`config.mk`:
```
export PLATFORM = sky130hd
export DESIGN_NAME = wav_riff_pcm16_stream_parser
export DESIGN_NICKNAME = d
export VERILOG_FILES = /design/src/design/wrp_pkg.sv /design/src/design/wrp_front.sv /design/src/design/wrp_fifo.sv /design/src/design/wrp_back.sv /design/src/design/wav_riff_pcm16_stream_parser.sv
export SDC_FILE = /design/constraint.sdc
export NUM_CORES = 1
export LEC_CHECK = 0
export ABC_AREA = 1
export BUFFER_PORTS_ARGS = -buffer_cell sky130_fd_sc_hd__buf_4
export CAP_MARGIN = 10
export CORE_ASPECT_RATIO = 1.75
export CORE_MARGIN = 8
export CORE_UTILIZATION = 23
export CTS_CLUSTER_SIZE = 30
export DETAILED_ROUTE_END_ITERATION = 6
export PLACE_DENSITY = 0.43
export SYNTH_ARGS = -nofsm -noshare
export SYNTH_HDL_FRONTEND = slang
export SYNTH_HIERARCHICAL = 1
export SYNTH_SLANG_ARGS = --single-unit
```
`constraint.sdc`:
```
create_clock -name clk -period 5.4 [get_ports clk]
set_input_delay 0.54 -clock clk [delete_from_list [all_inputs] [get_ports clk]]
set_output_delay 0.54 -clock clk [all_outputs]
set_load 0.05 [all_outputs]
```
`src/design/wrp_pkg.sv`:
```
`timescale 1ns / 1ps

package wrp_pkg;

    // Four-character tags as they read after four little-endian byte shifts
    localparam logic [31:0] TAG_RIFF = 32'h4646_4952;
    localparam logic [31:0] TAG_WAVE = 32'h4556_4157;
    localparam logic [31:0] TAG_FMT  = 32'h2074_6D66;
    localparam logic [31:0] TAG_DATA = 32'h6174_6164;

    // Minimum fmt body that is always consumed (holds the channel count)
    localparam logic [31:0] FMT_MIN_LEN = 32'd4;

    // Depth of the packet queue between parser and result expander
    localparam int FIFO_DEPTH = 4;
    localparam int FIFO_PTR_W = $clog2(FIFO_DEPTH);
    localparam int FIFO_CNT_W = $clog2(FIFO_DEPTH + 1);

    typedef enum logic [2:0] {
        PH_HEADER = 3'd0,
        PH_SUBHDR = 3'd1,
        PH_FMT    = 3'd2,
        PH_SKIP   = 3'd3,
        PH_DATA   = 3'd4,
        PH_DONE   = 3'd5,
        PH_BAD    = 3'd6,
        PH_NODATA = 3'd7
    } phase_t;

    typedef enum logic [2:0] {
        ST_SAMPLE = 3'd0,
        ST_DONE   = 3'd1,
        ST_BAD    = 3'd2,
        ST_NODATA = 3'd3,
        ST_TRUNC  = 3'd4
    } status_t;

    // Everything one input byte produces: up to two samples and a terminal status
    typedef struct packed {
        logic [15:0] sample;
        logic [1:0]  n_samples;
        logic        term;
        status_t     status;
    } pkt_t;

endpackage

```
`src/design/wrp_front.sv`:
```
`timescale 1ns / 1ps

module wrp_front (
    input  logic          clk,
    input  logic          rst_n,
    input  logic          take,
    input  logic [7:0]    in_byte,
    input  logic          in_last,
    output logic          pkt_push,
    output wrp_pkg::pkt_t pkt
);
    import wrp_pkg::*;

    phase_t      phase_reg, phase_next;
    logic [31:0] count_reg, count_next;
    logic [31:0] tag_reg, tag_next;
    logic [31:0] len_reg, len_next;
    logic [15:0] chan_reg, chan_next;
    logic [7:0]  low_reg, low_next;

    logic [31:0] count_inc;
    logic [31:0] tag_shift;
    logic [31:0] len_shift;
    logic [15:0] word;
    logic [1:0]  n_samples;
    phase_t      phase_after;
    status_t     term_status;

    assign count_inc = count_reg + 32'd1;
    assign tag_shift = {in_byte, tag_reg[31:8]};
    assign len_shift = {in_byte, len_reg[31:8]};
    assign word      = {in_byte, low_reg};

    // Parse step for one byte
    always_comb
    begin
        phase_next = phase_reg;
        count_next = count_reg;
        tag_next   = tag_reg;
        len_next   = len_reg;
        chan_next  = chan_reg;
        low_next   = low_reg;
        n_samples  = 2'd0;
        unique case (phase_reg) inside
            PH_HEADER:
            begin
                tag_next   = tag_shift;
                count_next = count_inc;
                if (count_reg == 32'd3 && tag_shift != TAG_RIFF)
                begin
                    phase_next = PH_BAD;
                end
                else if (count_reg == 32'd11)
                begin
                    if (tag_shift != TAG_WAVE)
                    begin
                        phase_next = PH_BAD;
                    end
                    else
                    begin
                        phase_next = PH_SUBHDR;
                        count_next = '0;
                    end
                end
            end
            PH_SUBHDR:
            begin
                if (count_reg < 32'd4)
                begin
                    tag_next = tag_shift;
                end
                else
                begin
                    len_next = len_shift;
                end
                count_next = count_inc;
                if (count_reg == 32'd7)
                begin
                    count_next = '0;
                    if (tag_reg == TAG_FMT)
                    begin
                        if (len_shift < FMT_MIN_LEN)
                        begin
                            len_next = FMT_MIN_LEN;
                        end
                        phase_next = PH_FMT;
                    end
                    else if (tag_reg == TAG_DATA)
                    begin
                        phase_next = (len_shift == '0) ? PH_NODATA : PH_DATA;
                    end
                    else if (len_shift != '0)
                    begin
                        phase_next = PH_SKIP;
                    end
                end
            end
            PH_FMT, PH_SKIP:
            begin
                if (phase_reg == PH_FMT)
                begin
                    if (count_reg == 32'd2)
                    begin
                        chan_next[7:0] = in_byte;
                    end
                    else if (count_reg == 32'd3)
                    begin
                        chan_next[15:8] = in_byte;
                    end
                end
                count_next = count_inc;
                if (count_inc == len_reg)
                begin
                    phase_next = PH_SUBHDR;
                    count_next = '0;
                end
            end
            PH_DATA:
            begin
                if (!count_reg[0])
                begin
                    low_next = in_byte;
                end
                else
                begin
                    n_samples = (chan_reg == 16'd1) ? 2'd2 : 2'd1;
                end
                count_next = count_inc;
                if (count_inc == len_reg)
                begin
                    phase_next = PH_DONE;
                end
            end
            PH_DONE, PH_BAD, PH_NODATA:
            begin
            end
        endcase

        // Phase this byte leads to, before any restart
        phase_after = phase_next;

        // Final byte of the file: report the outcome and start over
        if (in_last)
        begin
            phase_next = PH_HEADER;
            count_next = '0;
            tag_next   = '0;
            len_next   = '0;
            chan_next  = 16'd2;
            low_next   = '0;
        end
    end

    // Terminal status from the phase reached after this byte
    always_comb
    begin
        term_status = ST_NODATA;
        case (phase_after)
            PH_HEADER: term_status = ST_BAD;
            PH_DATA:   term_status = ST_TRUNC;
            PH_DONE:   term_status = ST_DONE;
            PH_BAD:    term_status = ST_BAD;
            default:   term_status = ST_NODATA;
        endcase
    end

    assign pkt.sample    = word;
    assign pkt.n_samples = n_samples;
    assign pkt.term      = in_last;
    assign pkt.status    = term_status;
    assign pkt_push      = take && (n_samples != 2'd0 || in_last);

    always_ff @(posedge clk or negedge rst_n)
    begin
        if (!rst_n)
        begin
            phase_reg <= PH_HEADER;
            count_reg <= '0;
            tag_reg   <= '0;
            len_reg   <= '0;
            chan_reg  <= 16'd2;
            low_reg   <= '0;
        end
        else if (take)
        begin
            phase_reg <= phase_next;
            count_reg <= count_next;
            tag_reg   <= tag_next;
            len_reg   <= len_next;
            chan_reg  <= chan_next;
            low_reg   <= low_next;
        end
    end

endmodule

```
`src/design/wrp_fifo.sv`:
```
`timescale 1ns / 1ps

module wrp_fifo (
    input  logic          clk,
    input  logic          rst_n,
    input  logic          push,
    input  wrp_pkg::pkt_t wr_data,
    output logic          full,
    input  logic          pop,
    output wrp_pkg::pkt_t rd_data,
    output logic          empty
);
    import wrp_pkg::*;

    localparam logic [FIFO_PTR_W-1:0] LAST_PTR = FIFO_PTR_W'(FIFO_DEPTH - 1);
    localparam logic [FIFO_CNT_W-1:0] DEPTH_CNT = FIFO_CNT_W'(FIFO_DEPTH);
    localparam logic [FIFO_PTR_W-1:0] PTR_ONE = FIFO_PTR_W'(1);
    localparam logic [FIFO_CNT_W-1:0] CNT_ONE = FIFO_CNT_W'(1);

    pkt_t                  mem_reg [FIFO_DEPTH];
    logic [FIFO_PTR_W-1:0] wr_ptr_reg, wr_ptr_next;
    logic [FIFO_PTR_W-1:0] rd_ptr_reg, rd_ptr_next;
    logic [FIFO_CNT_W-1:0] cnt_reg, cnt_next;
    logic                  do_push;
    logic                  do_pop;

    assign full    = (cnt_reg == DEPTH_CNT);
    assign empty   = (cnt_reg == '0);
    assign do_push = push && !full;
    assign do_pop  = pop && !empty;
    assign rd_data = mem_reg[rd_ptr_reg];

    // Pointer and occupancy update
    always_comb
    begin
        wr_ptr_next = wr_ptr_reg;
        rd_ptr_next = rd_ptr_reg;
        cnt_next    = cnt_reg;
        if (do_push)
        begin
            wr_ptr_next = (wr_ptr_reg == LAST_PTR) ? '0 : wr_ptr_reg + PTR_ONE;
        end
        if (do_pop)
        begin
            rd_ptr_next = (rd_ptr_reg == LAST_PTR) ? '0 : rd_ptr_reg + PTR_ONE;
        end
        if (do_push && !do_pop)
        begin
            cnt_next = cnt_reg + CNT_ONE;
        end
        else if (do_pop && !do_push)
        begin
            cnt_next = cnt_reg - CNT_ONE;
        end
    end

    always_ff @(posedge clk or negedge rst_n)
    begin
        if (!rst_n)
        begin
            wr_ptr_reg <= '0;
            rd_ptr_reg <= '0;
            cnt_reg    <= '0;
        end
        else
        begin
            wr_ptr_reg <= wr_ptr_next;
            rd_ptr_reg <= rd_ptr_next;
            cnt_reg    <= cnt_next;
        end
    end

    // Packet storage
    always_ff @(posedge clk)
    begin
        if (do_push)
        begin
            mem_reg[wr_ptr_reg] <= wr_data;
        end
    end

endmodule

```
`src/design/wrp_back.sv`:
```
`timescale 1ns / 1ps

module wrp_back (
    input  logic          clk,
    input  logic          rst_n,
    input  logic          fifo_empty,
    input  wrp_pkg::pkt_t fifo_data,
    output logic          fifo_pop,
    input  logic          pop,
    output logic          empty,
    output logic [15:0]   sample,
    output logic          duplicate,
    output logic [2:0]    status,
    output logic          last
);
    import wrp_pkg::*;

    pkt_t       cur_reg, cur_next;
    logic       valid_reg, valid_next;
    logic [1:0] idx_reg, idx_next;
    logic [1:0] total;
    logic       is_sample;
    logic       xfer;
    logic       final_xfer;
    logic       load;

    // Results held by the current packet: samples first, then the status
    assign total      = cur_reg.n_samples + {1'b0, cur_reg.term};
    assign is_sample  = idx_reg < cur_reg.n_samples;
    assign xfer       = valid_reg && pop;
    assign final_xfer = xfer && (idx_reg + 2'd1 == total);
    assign load       = !valid_reg || final_xfer;
    assign fifo_pop   = load && !fifo_empty;

    // Result ports
    assign empty     = !valid_reg;
    assign sample    = is_sample ? cur_reg.sample : 16'd0;
    assign duplicate = is_sample && (idx_reg == 2'd1);
    assign status    = is_sample ? 3'(ST_SAMPLE) : 3'(cur_reg.status);
    assign last      = !is_sample;

    always_comb
    begin
        cur_next   = cur_reg;
        valid_next = valid_reg;
        idx_next   = idx_reg;
        if (load)
        begin
            cur_next   = fifo_data;
            valid_next = !fifo_empty;
            idx_next   = '0;
        end
        else if (xfer)
        begin
            idx_next = idx_reg + 2'd1;
        end
    end

    always_ff @(posedge clk or negedge rst_n)
    begin
        if (!rst_n)
        begin
            valid_reg <= 1'b0;
            idx_reg   <= '0;
        end
        else
        begin
            valid_reg <= valid_next;
            idx_reg   <= idx_next;
        end
    end

    always_ff @(posedge clk)
    begin
        cur_reg <= cur_next;
    end

endmodule

```
`src/design/wav_riff_pcm16_stream_parser.sv`:
```
`timescale 1ns / 1ps

// Byte-serial RIFF/WAVE PCM16 parser. One file byte is taken per cycle whenever
// full is low; the parser handles each byte in the cycle it is taken and queues
// what it produced (up to two samples and, on the byte flagged in_last, one
// terminal status) in a four-packet queue. The result side hands out one result
// per cycle from that queue while pop is high, so a mono data stream sustains
// one byte per cycle (two bytes yield two results) and input stalls only when
// the result side is popped more slowly than results are made. Each result is
// registered into the queue and then into the output stage before it reaches
// the result ports. Samples are Q1.15 with status 0; each stream ends with
// exactly one result with last set carrying done, bad header, no data or
// truncated data, and the parser then starts over on the next byte.
module wav_riff_pcm16_stream_parser (
    input  logic               clk,
    input  logic               rst_n,
    input  logic               push,
    output logic               full,
    input  logic [7:0]         in_byte,
    input  logic               in_last,
    output logic               empty,
    input  logic               pop,
    output logic signed [15:0] sample,
    output logic               duplicate,
    output logic [2:0]         status,
    output logic               last
);
    import wrp_pkg::*;

    pkt_t        front_pkt;
    pkt_t        queue_pkt;
    logic        front_push;
    logic        queue_full;
    logic        queue_empty;
    logic        queue_pop;
    logic [15:0] sample_bits;

    assign full = queue_full;

    wrp_front u_front (
        .clk      (clk),
        .rst_n    (rst_n),
        .take     (push && !queue_full),
        .in_byte  (in_byte),
        .in_last  (in_last),
        .pkt_push (front_push),
        .pkt      (front_pkt)
    );

    wrp_fifo u_fifo (
        .clk     (clk),
        .rst_n   (rst_n),
        .push    (front_push),
        .wr_data (front_pkt),
        .full    (queue_full),
        .pop     (queue_pop),
        .rd_data (queue_pkt),
        .empty   (queue_empty)
    );

    wrp_back u_back (
        .clk        (clk),
        .rst_n      (rst_n),
        .fifo_empty (queue_empty),
        .fifo_data  (queue_pkt),
        .fifo_pop   (queue_pop),
        .pop        (pop),
        .empty      (empty),
        .sample     (sample_bits),
        .duplicate  (duplicate),
        .status     (status),
        .last       (last)
    );

    assign sample = $signed(sample_bits);

    // A terminal result never carries sample data
    a_last_is_status: assert property (@(posedge clk) disable iff (!rst_n)
        (!empty && last) |-> (status != 3'(ST_SAMPLE) && sample == 16'sd0))
        else $error("terminal result carries sample status or data");

    // Duplicates are only ever sample results
    a_dup_is_sample: assert property (@(posedge clk) disable iff (!rst_n)
        (!empty && duplicate) |-> (status == 3'(ST_SAMPLE) && !last))
        else $error("duplicate flag on a non-sample result");

    // A waiting result is not dropped without a pop
    a_result_held: assert property (@(posedge clk) disable iff (!rst_n)
        (!empty && !pop) |=> (!empty && $stable(status) && $stable(last)))
        else $error("pending result changed without a transfer");

endmodule

```
# == Yosys cells after proc, flatten, opt, wreduce, memory -nomap -nowiden ==
# Memory sizes are Yosys's and may differ from the RTL's. A register that Yosys moved wholly into a read port is not among the register bits.
# Index checks and enable logic that the tools add are counted.
# classes
n_eq_ne,25
n_reduce_logical,43
muxes,51
magnitude_cmp,3
addsub,7
# op_table
op,count
$mux W32,14
$pmux W32 S4,1
$eq A32 B2 Y1 const B,2
$lt A32 B3 Y1 const B,2
$mux W16,4
$ne A32 B31 Y1 const B,2
$pmux W32 S2,1
$mux W8,6
$mux W3,13
$add A32 B1 Y32 const B,1
$eq A32 B3 Y1 const B,1
$eq A32 B30 Y1 const B,1
$eq A32 B31 Y1 const B,1
$eq A32 B32 Y1,1
$eq A32 B4 Y1 const B,1
$logic_not A32 Y1,1
$reduce_bool A32 Y1,1
$reduce_bool A2 Y1,9
$eq A16 B1 Y1 const B,1
$mux W2,8
$eq A3 B3 Y1 const B,5
$pmux W3 S4,1
$logic_and A1 B1 Y1,11
$logic_not A3 Y1,3
other kinds (23),38
# totals
in_bits,13
n_memories,1
ram_bits,88
regBits,133
word_cells,142
output_inout_bits,23
# mem_list
name,words,width,rd,rd_ports_with_merged_regs,wr,line,source
u_fifo.mem_reg,4,22,1,1,1,wrp_fifo.sv:20,pkt_t mem_reg [FIFO_DEPTH];

# == Depth between registers and ports, before layout ==
# Gate-level depths: netlist of the first run.
# logic_depth
word_depth,12
ltp_mapped,19
mapped_depth_nobuf,19

# == By module ==
# Netlist of the first run, hierarchy kept.
# modules_own_cells
mod,seq_area_each_um2,area_per_inst_um2,instances,cells_each
wrp_front,3079.2,7953.9,1,1161
wrp_fifo,2817.7,4038.9,1,317
wrp_back,735.7,1094.8,1,99
wav_riff_pcm16_stream_parser,0.0,10.0,1,2

# == Worst setup path before layout of the first run ==
# Ideal clock, no wire load.
# synth_timing
kind,flip-flop to flip-flop
from,register u_fifo.cnt_reg[0]
to,memory u_fifo/mem_reg[3][0] (netlist name) (enable)
slack_ps,2550
stages_incl_launch_ff,9
period_less_slack_ps,2850
setup_ps,401
arrival_time_ps,2449
path_buffers,0
required_time_ps,4999
path_cell_list,dfrtp_1 > inv_1 > nand3_1 > inv_1 > nor2_2 > inv_1 > a21oi_1 > nand2_1 > nor2_1
# synth_via
elab_chain_len,7
# synth_rtl
element,line,source
start: declaration,wrp_fifo.sv:23,"logic [FIFO_CNT_W-1:0] cnt_reg, cnt_next;"
start signal: assignment,wrp_fifo.sv:69,cnt_reg <= cnt_next;
$eq A3 B3 Y1,wrp_fifo.sv:27,assign full = (cnt_reg == DEPTH_CNT);
via full,wav_riff_pcm16_stream_parser.sv:18,"output logic full,"
$logic_not A1 Y1,wav_riff_pcm16_stream_parser.sv:43,".take (push && !queue_full),"
$logic_and A1 B1 Y1,wav_riff_pcm16_stream_parser.sv:43,
$logic_and A1 B1 Y1,wrp_front.sv:171,assign pkt_push = take && (n_samples != 2'd0 || in_last);
via front_push,wav_riff_pcm16_stream_parser.sv:32,logic front_push;
$logic_and A1 B1 Y1,wrp_fifo.sv:29,assign do_push = push && !full;
$mux W1,wrp_fifo.sv:76,if (do_push)
$mux W1 (not written as such),wrp_fifo.sv:78,mem_reg[wr_ptr_reg] <= wr_data;
end: declaration,wrp_fifo.sv:20,
# The timed path passes the listed nets, and every way through them passes these cells.

# == Worst setup path after layout of the first run ==
# layout_timing
from,register u_front.count_reg[17]
to,register u_front.len_reg[20]
# layout_via
elab_chain_len,7
elab_cells_between_ends,8
classes_between,order compare: 1; eq/ne: 1; mux: 6
# layout_rtl
element,line,source
start: declaration,wrp_front.sv:15,"logic [31:0] count_reg, count_next;"
start signal: assignment,wrp_front.sv:187,count_reg <= count_next;
$lt A32 B3 Y1,wrp_front.sv:68,if (count_reg < 32'd4)
$mux W32,wrp_front.sv:68,
$mux W32,wrp_front.sv:82,if (len_shift < FMT_MIN_LEN)
$mux W32,wrp_front.sv:80,if (tag_reg == TAG_FMT)
$mux W32 *,wrp_front.sv:77,if (count_reg == 32'd7)
$mux W32 *,wrp_front.sv:44,unique case (phase_reg) inside
$mux W32 *,wrp_front.sv:143,if (in_last)
end signal: assignment,wrp_front.sv:189,len_reg <= len_next;
end: declaration,wrp_front.sv:17,"logic [31:0] len_reg, len_next;"
# Mark *: on every way between the ends. The rest lies on a longest branch, timed or not. The select of a mux whose other input is x is not followed.
# A chain may end at the register's enable or synchronous reset.

==> metrics.md, run 1 <==
| Metric | Value |
|---|---|
| Initial core utilization | `23.1%` |
| Initial antenna violation count | `0` |
| Peak per-stage delay on the critical path | `0.54 ns` |
| Period utilisation layout | `between 60 and 70%` |
| Core area | `0.0567 mm²` |
| Number of cell rows | `roughly 120` |
| DR vias | `10400` |
| FMAX | `between 0.2 and 0.3 GHz` |
| Global Route Usage Sum | `about an eighth` |
| TNS Setup | `0 ns` |
| Largest register FFs | `88` |
| Max-cap violations | `0` |
| Asr flop ratio synth | `a little over half` |
| Slowest cell on the critical path | `nor3_1` |
| P&R area growth vs syn | `14.0%` |
| Routed Antenna Nets | `0` |
| Vias in the first global route | `between 10000 and 15000` |
| Routability congestion estimate from global placement | `between 0.8 and 0.9` |
| Routed wire length | `~40 mm` |
| Fin area | `0.0149 mm²` |
| Clock transition at the registers of the reported paths | `~0.060 ns` |
| Ant diodes | `0` |
| H-tree depth reported by CTS | `1` |
| Total setup buffers inserted after CTS | `0` |
| GR Overflow Total | `0` |
| CP startpoint kind | `register` |
| Final core utilization | `between 20% and 30%` |
| Status | `finished, final reports clean` |
| Syn nets | `approximately 1600` |
| # IOs | `36` |
| Mapped Area | `roughly 0.013 mm²` |
| Synth cell types | `45` |
| Rel. slew slack | `a little over a quarter` |
| Largest net degree at the start of global routing | `92` |
| Min Tclk post-route | `roughly 3.4 ns` |
| RSZ-0062 raised after global routing | `no` |
| CTS resizes | `0` |
| CTS tree | `built` |
| DRT iter0 DRCs | `between 600 and 700` |
| Worst path cell trace | `inv_1 -> nand4_1 -> nor2_1 -> inv_1 -> nor2_1 -> nand2_1 -> nor3_1 -> nand4_1 -> a21oi_2 -> buf_4 -> a211oi_1` |
| Power density over cell area | `~510 mW/mm²` |
| Synth Instances | `around 1600` |
| Deepest clock path buffer count | `3` |
| HP Class | `in2reg` |
| WP data required | `about 5.8 ns` |
| Leading register cell type out of synthesis | `dfrtp_1` |
| Post-synth EDFFs | `110` |
| Via density | `around 4.4` |
| Die Area | `about 0.065 mm²` |
| Seq cells post-synth | `around 240` |
| First-pass GRT wire length | `about 61 mm` |
| Clk sinks | `around 240` |
| Layout net count | `1625` |
| Syn avg cell area | `8.29 µm²` |
| Die Span Y | `about 330 µm` |
| Skew-Pair Late Insertion Delay | `0.55 ns` |
| Fraction of layout cells with a size suffix above 1 | `a little under an eighth` |
| Worst slew pin tran | `between 1 and 1.5 ns` |
| Port Buffers | `35` |
| Critical path arrival | `3.74 ns` |
| Hold Vio Cnt, Final | `0` |
| Post-DP HPWL | `about 29 mm` |
| Clk_skew | `around 0.014 ns` |
| Sequential share of the synthesized area | `50.6%` |
| Per-cell routed wire length | `~16 µm` |
| Pre-antenna DRT Iters | `5` |
| CTS root buf | `clkbuf_16` |
| Max Slew Vio Count | `0` |
| Finished Layout Cells | `about 2400` |
| Cells after DPL | `2339` |
| YS warnings | `6` |
| Crit. End Element | `register` |
| Crit path max fanout | `31` |
| Leak Pwr | `~6.3 nW` |
| Crit Path Class | `reg2reg` |
| Dpl cell area | `approximately 0.014 mm²` |
| Peak supply drop | `328 µV` |
| Width of the die | `approximately 200 µm` |
| TritonCTS Buffers | `25` |
| Drt drc | `0` |
| Final setup fails | `0` |
==> what timing repair did <==
action | in CTS | in global routing
setup endpoints to repair | 0 | 0
hold buffers | 1 | 0
hold endpoints to repair | 18 | 0
==> cells in the mapped netlist (all sizes together), types with 23 or more instances <==
library cell / n / share of area, %
nand3: 112 / 4.3
a211oi: 32 / 1.8
nor2: 199 / 6.4
nand2: 447 / 13
edfxtp: 110 / 25
nand4: 30 / 1.4
inv: 238 / 6.8
dfrtp: 132 / 25
o22ai: 25 / 1.2
buf: 34 / 2.4
o21ai: 76 / 3.7
nor3: 23 / 0.88
o211ai: 44 / 2.9
==> routing by layer <==
| metal | vias up | track usage (%) | share of wire [%] |
|---|---|---|---|
| li1 | 5201 | - | - |
| met1 | 4936 | 11.9 | 37 |
| met2 | 222 | 23.4 | 55 |
| met3 | 86 | 1.22 | 2.9 |
| met4 | 0 | 6.84 | 5.7 |
| met5 | - | 0 | 0 |
==> cell type report <==
cell class,count,area [µm²]
tap,767,960
inverter,239,897
clock buffer,32,682
timing repair buffer,46,359
sequential,243,6630
multi-input combinational,1045,5220
fill,6133,41800
clock inverter,14,176
==> logic make-up (layout without fill, tap and decap cells) <==
logic type	Yosys count	after routing	synth area share, %
AND/OR/NAND/NOR	840	840	27.7
XOR/XNOR	5	5	0.439
flip-flops	243	243	50.6
adder cells (fa/ha/maj)	12	12	1.20
AO/OA/AOI/OAI	188	188	10.2
buffers and inverters	291	331	9.77
==> per-stage QoR <==
stage	setup WS [ns]	hold slack, ns	power [mW]
after floorplan	2.55	0.244	4.99
after global routing	1.89	0.211	8.12
after global placement	2.11	0.408	5.83
after CTS	2.10	0.195	7.73
after detailed placement	2.12	0.410	5.86
final	2.04	0.223	7.57
==> placed cells by master (no fill, tap or decap), types with 3 or more instances in the layout <==
cell type	netlist	routed
a21oi_2	1	3
xnor2_1	3	3
ha_1	11	11
clkbuf_16	0	25
and2_1	3	3
a211oi_1	32	32
nor2_2	13	17
nand2_1	430	430
clkbuf_1	18	4
inv_2	6	6
nand3b_1	3	3
o211ai_2	10	10
o21ai_2	29	29
clkinv_2	0	5
a21oi_1	8	6
clkinv_4	0	3
bufinv_16	0	3
nand2_2	15	15
or4_1	3	3
dfrtp_1	132	131
inv_1	232	232
buf_4	15	43
clkbuf_8	0	3
nand4_1	30	30
nand3_1	111	111
nor4_1	16	16
o211ai_1	34	34
nor2_4	6	7
o22ai_1	25	25
o21ai_0	44	44
nor3_1	23	23
edfxtp_1	110	110
nor2_1	179	174
==> where the power goes <==
group	internal, mW	total [mW]	leakage, nW	switching (mW)
Clock	1.05	1.81	0.419	0.767
Sequential	2.48	2.80	2.80	0.321
Combinational	0.864	2.95	3.09	2.09
==> critical path, delay by kind of cell, from the launching register on <==
kind	cells	cell delay (ns)
buffers and inverters	3	0.60
AO/OA/AOI/OAI	2	0.30
flip-flops	1	0.46
AND/OR/NAND/NOR	6	1.82
==> final timing paths <==
check,from,end,slack [ns],cells past startpoint
min,in_byte[3],u_fifo/mem_reg[3][17],0.22,1
min reg2reg,u_front/chan_reg[14],u_front/chan_reg[14],0.48,2
max reg2reg,u_front/count_reg[17],u_front/len_reg[20],2.04,11
min in group asynchronous,rst_n,u_back/valid_reg,0.41,2
max in group asynchronous,rst_n,u_front/tag_reg[23],3.86,3
max,u_front/count_reg[17],u_front/len_reg[20],2.04,11
Power figures use the tool's default switching activity.
==> inputs of run 2 (changes only) <==
ABC_AREA = 0   (was 1)
PLACE_DENSITY = 0.44   (was 0.43)
clock period = 2.7 ns   (was 5.4 ns; I/O delays follow)
==> metrics.md, run 2 <==
| Metric | Value |
|---|---|
| Power density over cell area | `about 870 mW/mm²` |
| Ant diodes | `0` |
| Fin area | `approximately 0.016 mm²` |
| Initial core utilization | `a little under a quarter` |
| Asr flop ratio synth | `between 50 and 60%` |
| Max-cap violations | `0` |
| Syn avg cell area | `~12 µm²` |
| CP top delay family | `simple AND/OR/NAND/NOR gates` |
| Count leader, synth | `nand2_1` |
| Die Span Y | `around 310 µm` |
| # IOs | `36` |
| CTS root buf | `clkbuf_16` |
| Worst Setup Slack, final | `-0.857 ns` |
| H-tree depth reported by CTS | `1` |
| Failing checks | `negative setup slack` |
| Fraction of layout cells with a size suffix above 1 | `between 30% and 40%` |
| Clk sinks | `between 200 and 250` |
| CP startpoint kind | `register` |
| Crit path max fanout | `20` |
| DR vias | `approximately 9000` |
| Per-cell routed wire length | `between 15 and 20 µm` |
| Sequential share of the synthesized area | `57.4%` |
| Top cells by count, synth | `nand2_1, dfrtp_1, edfxtp_1, a21oi_1, o21ai_0` |
| YS warnings | `6` |
| Vias in the first global route | `9399` |
| Leak Pwr | `roughly 6.4 nW` |
| Critical path arrival | `roughly 4.0 ns` |
| DRT iter0 DRCs | `between 300 and 400` |
| Syn nets | `1018` |
| TNS Setup | `-31.88 ns` |
| Place WS | `-1.02 ns` |
| Min Tclk post-route | `roughly 3.6 ns` |
| Synth cell types | `75` |
| Clock transition at the registers of the reported paths | `roughly 0.070 ns` |
| Seq cells post-synth | `approximately 240` |
| Most frequent cells in the layout | `buf_4, nand2_1, dfrtp_1, edfxtp_1, xnor2_1` |
| WP data required | `~3.1 ns` |
| Hold Vio Cnt, Final | `0` |
| CTS tree | `built` |
| Worst slew pin tran | `about 0.73 ns` |
| Area contributors post-synth | `dfrtp_1, edfxtp_1, nand2_1` |
| RSZ-0062 raised after global routing | `yes` |
| Largest register FFs | `88` |
| Buf+Inv Stages, Crit Path | `1` |
| Pre-antenna DRT Iters | `5` |
| Status | `finished, violations left` |
| Leading register cell type out of synthesis | `dfrtp_1` |
| Crit. End Element | `register` |
| Port Buffers | `35` |
| Dpl cell area | `approximately 0.014 mm²` |
| HP Class | `in2reg` |
| First-pass GRT wire length | `around 57 mm` |
| Width of the die | `~190 µm` |
| Die Area | `between 0.05 and 0.06 mm²` |
| Total power | `13.9 mW` |
| Peak per-stage delay on the critical path | `~0.54 ns` |
| Post-DP HPWL | `about 27 mm` |
| Area share of the largest cell type after synthesis | `between 20% and 30%` |
| Rel. slew slack | `51.5%` |
| Finished Layout Cells | `1919` |
| Routed wire length | `36.9 mm` |
| Drt drc | `0` |
| Deepest clock path buffer count | `3` |
| Final core utilization | `about a third` |
| Largest net degree at the start of global routing | `71` |
| Core area | `just under 0.05 mm²` |
| Clk_skew | `about 0.023 ns` |
| P&R area growth vs syn | `38.0%` |
| Hold WS | `~0.077 ns` |
| TritonCTS Buffers | `25` |
| Most common cell after layout, fill and taps aside | `buf_4` |
| GR Overflow Total | `0` |
| Cells after DPL | `about 1800` |
| Period utilisation layout | `132%` |
| Via density | `~4.6` |
| Worst path cell trace | `nand4_2 -> nor3_1 -> xnor2_1 -> o211ai_1 -> or4_4 -> or3_4 -> o41ai_4 -> a211oi_4 -> buf_12 -> and3_4 -> a221o_1` |
| Routed Antenna Nets | `0` |
| FILL cells | `~5000` |
| Routability congestion estimate from global placement | `between 0.8 and 0.9` |
| Max Slew Vio Count | `0` |
| Skew-Pair Late Insertion Delay | `between 0.5 and 0.6 ns` |
| Initial antenna violation count | `0` |
| Crit Path Class | `reg2reg` |
| Number of cell rows | `~110` |
| Global Route Usage Sum | `between 10% and 20%` |
| Mapped Area | `approximately 0.012 mm²` |
| Peak supply drop | `between 400 and 500 µV` |
| Layout net count | `around 1300` |
| Post-synth EDFFs | `110` |
| Synth Instances | `993` |
| Final setup fails | `57` |
| Slowest cell on the critical path | `or4_4` |
| FMAX | `0.281 GHz` |
| Leading area contributor after synthesis | `dfrtp_1` |
-- run 2: changes by cell type after synthesis, moves of 22 or more --
cell / previous run / this run
nand2_1: 430 / 140
inv_1: 232 / 22
nor2_1: 179 / 33
nand3_1: 111 / 20
a21oi_1: 8 / 48
xnor2_1: 3 / 39
a211oi_1: 32 / 1
o211ai_1: 34 / 5
o21ai_2: 29 / 0
a22o_1: 0 / 28
a31oi_1: 0 / 28
mux4_2: 0 / 22
nor2b_1: 0 / 22
-- run 2: layout make-up --
class	count	area, µm²	share of cell area [%]
flip-flops and latches	243	6640	41.6
multi-input cells	654	5050	31.6
repair buffers	294	2520	15.8
well taps	660	826	5.17
clock buffers	26	651	4.08
clock inverters	20	193	1.21
inverters	22	82.6	0.517
-- run 2: where the power goes --
group | switching, mW | total [mW] | internal [mW] | leakage [nW]
registers | 0.412 | 5.19 | 4.78 | 2.79
clock network | 1.61 | 3.60 | 1.99 | 0.410
logic | 2.96 | 5.15 | 2.19 | 3.19
-- run 2: final timing paths --
check                                              to  cells past startpoint  slack, ns            startpoint
worst min-delay path            u_fifo/mem_reg[3][21]                      2       0.08            in_byte[7]
worst max-delay path            u_front/count_reg[24]                     11      -0.86  u_front/count_reg[2]
worst max register to register  u_front/count_reg[24]                     11      -0.86  u_front/count_reg[2]
worst min register to register    u_front/chan_reg[0]                      1       0.51   u_front/chan_reg[0]
min in group asynchronous         u_front/len_reg[27]                      2       0.30                 rst_n
max in group asynchronous       u_front/count_reg[15]                      3       1.61                 rst_n
-- run 2: what timing repair did --
item | in CTS | in global routing
pin swaps | 15 | 24
cloned | 3 | 0
hold buffers | 3 | 0
gates resized for setup | 65 | 48
hold endpoints to repair | 68 | 0
buffers inserted | 26 | 8
endpoints found under the setup margin | 127 | 126
-- run 2: layer usage --
metal  vias up  routed length, µm  share of wire (%)  global-route usage, %
met4         0               2610                7.1                   8.49
met1      4395              12300                 33                   12.1
met5         -                  0                  0                      0
met2       167              21000                 57                   25.2
li1       4131                  -                  -                      -
met3        87               1050                2.8                   1.22
-- run 2: cells by family (layout without fill, tap and decap cells) --
kind of cell,after synthesis,in the layout,share of synthesized area [%]
compound gates,187,187,10.5
xor+xnor,57,57,4.57
fa+ha+maj,12,12,1.36
buf+inv,96,362,3.81
flops,243,243,57.4
mux,42,42,6.29
simple gates,356,356,16.1
==> inputs of run 3 (changes only) <==
CORE_UTILIZATION = 35   (was 23)
PLACE_DENSITY = 0.58   (was 0.44)
==> metrics.md, run 3 (synthesized netlist as in run 2, its figures left out) <==
| Metric | Value |
|---|---|
| TritonCTS Buffers | `23` |
| FMAX | `around 0.28 GHz` |
| Crit Path Class | `reg2reg` |
| Combinational Power Share | `38.5%` |
| Deepest clock path buffer count | `3` |
| Die Span Y | `256 µm` |
| H-tree depth reported by CTS | `1` |
| Max Slew Vio Count | `0` |
| Initial core utilization | `around a third` |
| Routed Antenna Nets | `0` |
| Met3 wire length | `slightly above 900 µm` |
| Crit. End Element | `register` |
| Width of the die | `about 150 µm` |
| Drt drc | `0` |
| Dpl cell area | `0.0139 mm²` |
| Global Route Usage Sum | `between 10% and 20%` |
| Switch Pwr | `between 4 and 5 mW` |
| Worst path cell trace | `ha_4 -> nor2b_2 -> o32ai_1 -> o22ai_1 -> or4b_4 -> or4_4 -> or3_4 -> o41ai_4 -> a211oi_4 -> buf_12 -> and3_4 -> a221o_1` |
| Pre-antenna DRT Iters | `5` |
| First-pass GRT wire length | `between 50 and 60 mm` |
| Finished Layout Cells | `about 1700` |
| Skew-Pair Late Insertion Delay | `0.54 ns` |
| Most common cell after layout, fill and taps aside | `buf_4` |
| CTS tree | `built` |
| Met1 wire length | `approximately 11 mm` |
| Fraction of layout cells with a size suffix above 1 | `between 30% and 40%` |
| FILL cells | `2957` |
| TNS Setup | `-30.60 ns` |
| HP Class | `in2reg` |
| Most frequent cells in the layout | `buf_4, nand2_1, dfrtp_1, edfxtp_1, xnor2_1` |
| Peak per-stage delay on the critical path | `~0.54 ns` |
| Largest net degree at the start of global routing | `a little over 70` |
| Largest register FFs | `88` |
| Layout net count | `~1300` |
| Peak supply drop | `roughly 480 µV` |
| CP startpoint kind | `register` |
| Ant diodes | `0` |
| Post-DP HPWL | `around 24 mm` |
| Min Tclk post-route | `3.56 ns` |
| Status | `finished, violations left` |
| Int Pwr | `about 8.6 mW` |
| Worst slew pin tran | `about 0.54 ns` |
| WP data required | `about 3.1 ns` |
| Failing checks | `negative setup slack` |
| Final setup fails | `57` |
| DR vias | `8865` |
| Hold Vio Cnt, Final | `0` |
| Cells after DPL | `roughly 1600` |
| Routed wire length | `~33 mm` |
| Hold path startpoint | `in_byte[2]` |
| Reg power frac | `roughly two fifths` |
| Crit Reg-Reg Startpoint | `u_front/count_reg[1]` |
| Clock transition at the registers of the reported paths | `about 0.070 ns` |
| Clk sinks | `243` |
| Power density over cell area | `856 mW/mm²` |
| Rel. slew slack | `about 64%` |
| Clk_skew | `about 0.020 ns` |
| Die Area | `between 0.03 and 0.04 mm²` |
| Core area | `roughly 0.033 mm²` |
| Period utilisation layout | `132%` |
| Per-cell routed wire length | `between 15 and 20 µm` |
| Worst Setup Slack, final | `-0.861 ns` |
| Net Sw Frac | `a little over a third` |
| Total power | `13.4 mW` |
| Critical path arrival | `roughly 4.0 ns` |
| Clk pwr share | `around 23%` |
| DRT iter0 DRCs | `around 480` |
| RSZ-0062 raised after global routing | `yes` |
| Leak Pwr | `about 6.3 nW` |
| CTS root buf | `clkbuf_16` |
| Port Buffers | `35` |
| Vias in the first global route | `9334` |
| Max-cap violations | `0` |
| P&R area growth vs syn | `35.1%` |
| Met2 wire len | `roughly 18 mm` |
| # IOs | `36` |
| Routability congestion estimate from global placement | `roughly 0.92` |
| Uppermost layer routed | `met4` |
| Number of cell rows | `88` |
| GR Overflow Total | `0` |
| Crit path max fanout | `7` |
| CP startpoint | `u_front/count_reg[1]` |
| Final core utilization | `approximately 48%` |
| Via density | `5.33` |
| Initial antenna violation count | `0` |
| Slowest cell on the critical path | `or4_4` |
| Fin area | `0.0156 mm²` |
-- run 3: cell types whose count changed in the layout (fill, tap and decap cells not counted), sizes merged --
| cell | previous run | this run |
|---|---|---|
| buf | 291 | 294 |
| bufinv | 2 | 0 |
| clkbuf | 26 | 31 |
| dlygate4sd3 | 3 | 2 |
| inv | 28 | 22 |
-- run 3: final timing paths --
check,endpoint,cells past startpoint,slack (ns)
setup / recovery,u_front/count_reg[24],12,-0.86
hold / removal,u_fifo/mem_reg[3][16],1,0.03
setup reg to reg,u_front/count_reg[24],12,-0.86
hold reg to reg,u_front/chan_reg[1],2,0.50
max in group asynchronous,u_fifo/cnt_reg[1],3,1.67
min in group asynchronous,u_front/len_reg[18],2,0.22
-- run 3: worst max-delay path, delay by kind of cell (launching register included) --
family | cells | cell delay (ns)
buffers and inverters | 1 | 0.18
AO/OA/AOI/OAI | 5 | 0.96
adder cells (fa/ha/maj) | 1 | 0.19
AND/OR/NAND/NOR | 5 | 1.70
flip-flops | 1 | 0.43
-- run 3: metal layers --
metal	GRT usage, %	up-vias
li1	-	4136
met1	15.4	4455
met2	32.5	166
met3	2.09	108
met4	11.9	0
met5	0	-
-- run 3: power groups by stage --
stage | combinational (mW) | sequential [mW] | clock, mW
5_1_grt | 5.56 | 5.27 | 3.24
2_1_floorplan | 3.25 | 5.16 | 0
4_1_cts | 5.11 | 5.19 | 3.12
3_3_place_gp | 4.80 | 5.21 | 0
6_report | 5.15 | 5.19 | 3.03
3_5_place_dp | 4.86 | 5.25 | 0
-- run 3: what timing repair did --
item,CTS,global route
endpoints found under the setup margin,127,120
setup buffers,32,13
gates cloned,2,1
pin swaps,42,28
resized for setup,104,48
endpoints found under the hold margin,39,0
hold buffers,2,0
-- run 3: final cells by class --
cell class              count  area [µm²]  share of cell area, %
repair buffers            297        2560                   16.4
multi-input cells         654        5130                   32.8
clock buffers              30         602                   3.85
clock inverters            12        87.6                  0.561
flip-flops and latches    243        6650                   42.5
inverters                  22        95.1                  0.609
well taps                 405         507                   3.24
-- run 3: metrics by stage --
step,setup slack [ns],hold WS (ns)
final,-0.861,0.0340
after global routing,-1.01,0.0173
after CTS,-0.890,0.0138
after detailed placement,-0.989,0.220
after global placement,-0.948,0.219
after floorplan,-0.719,-0.0256
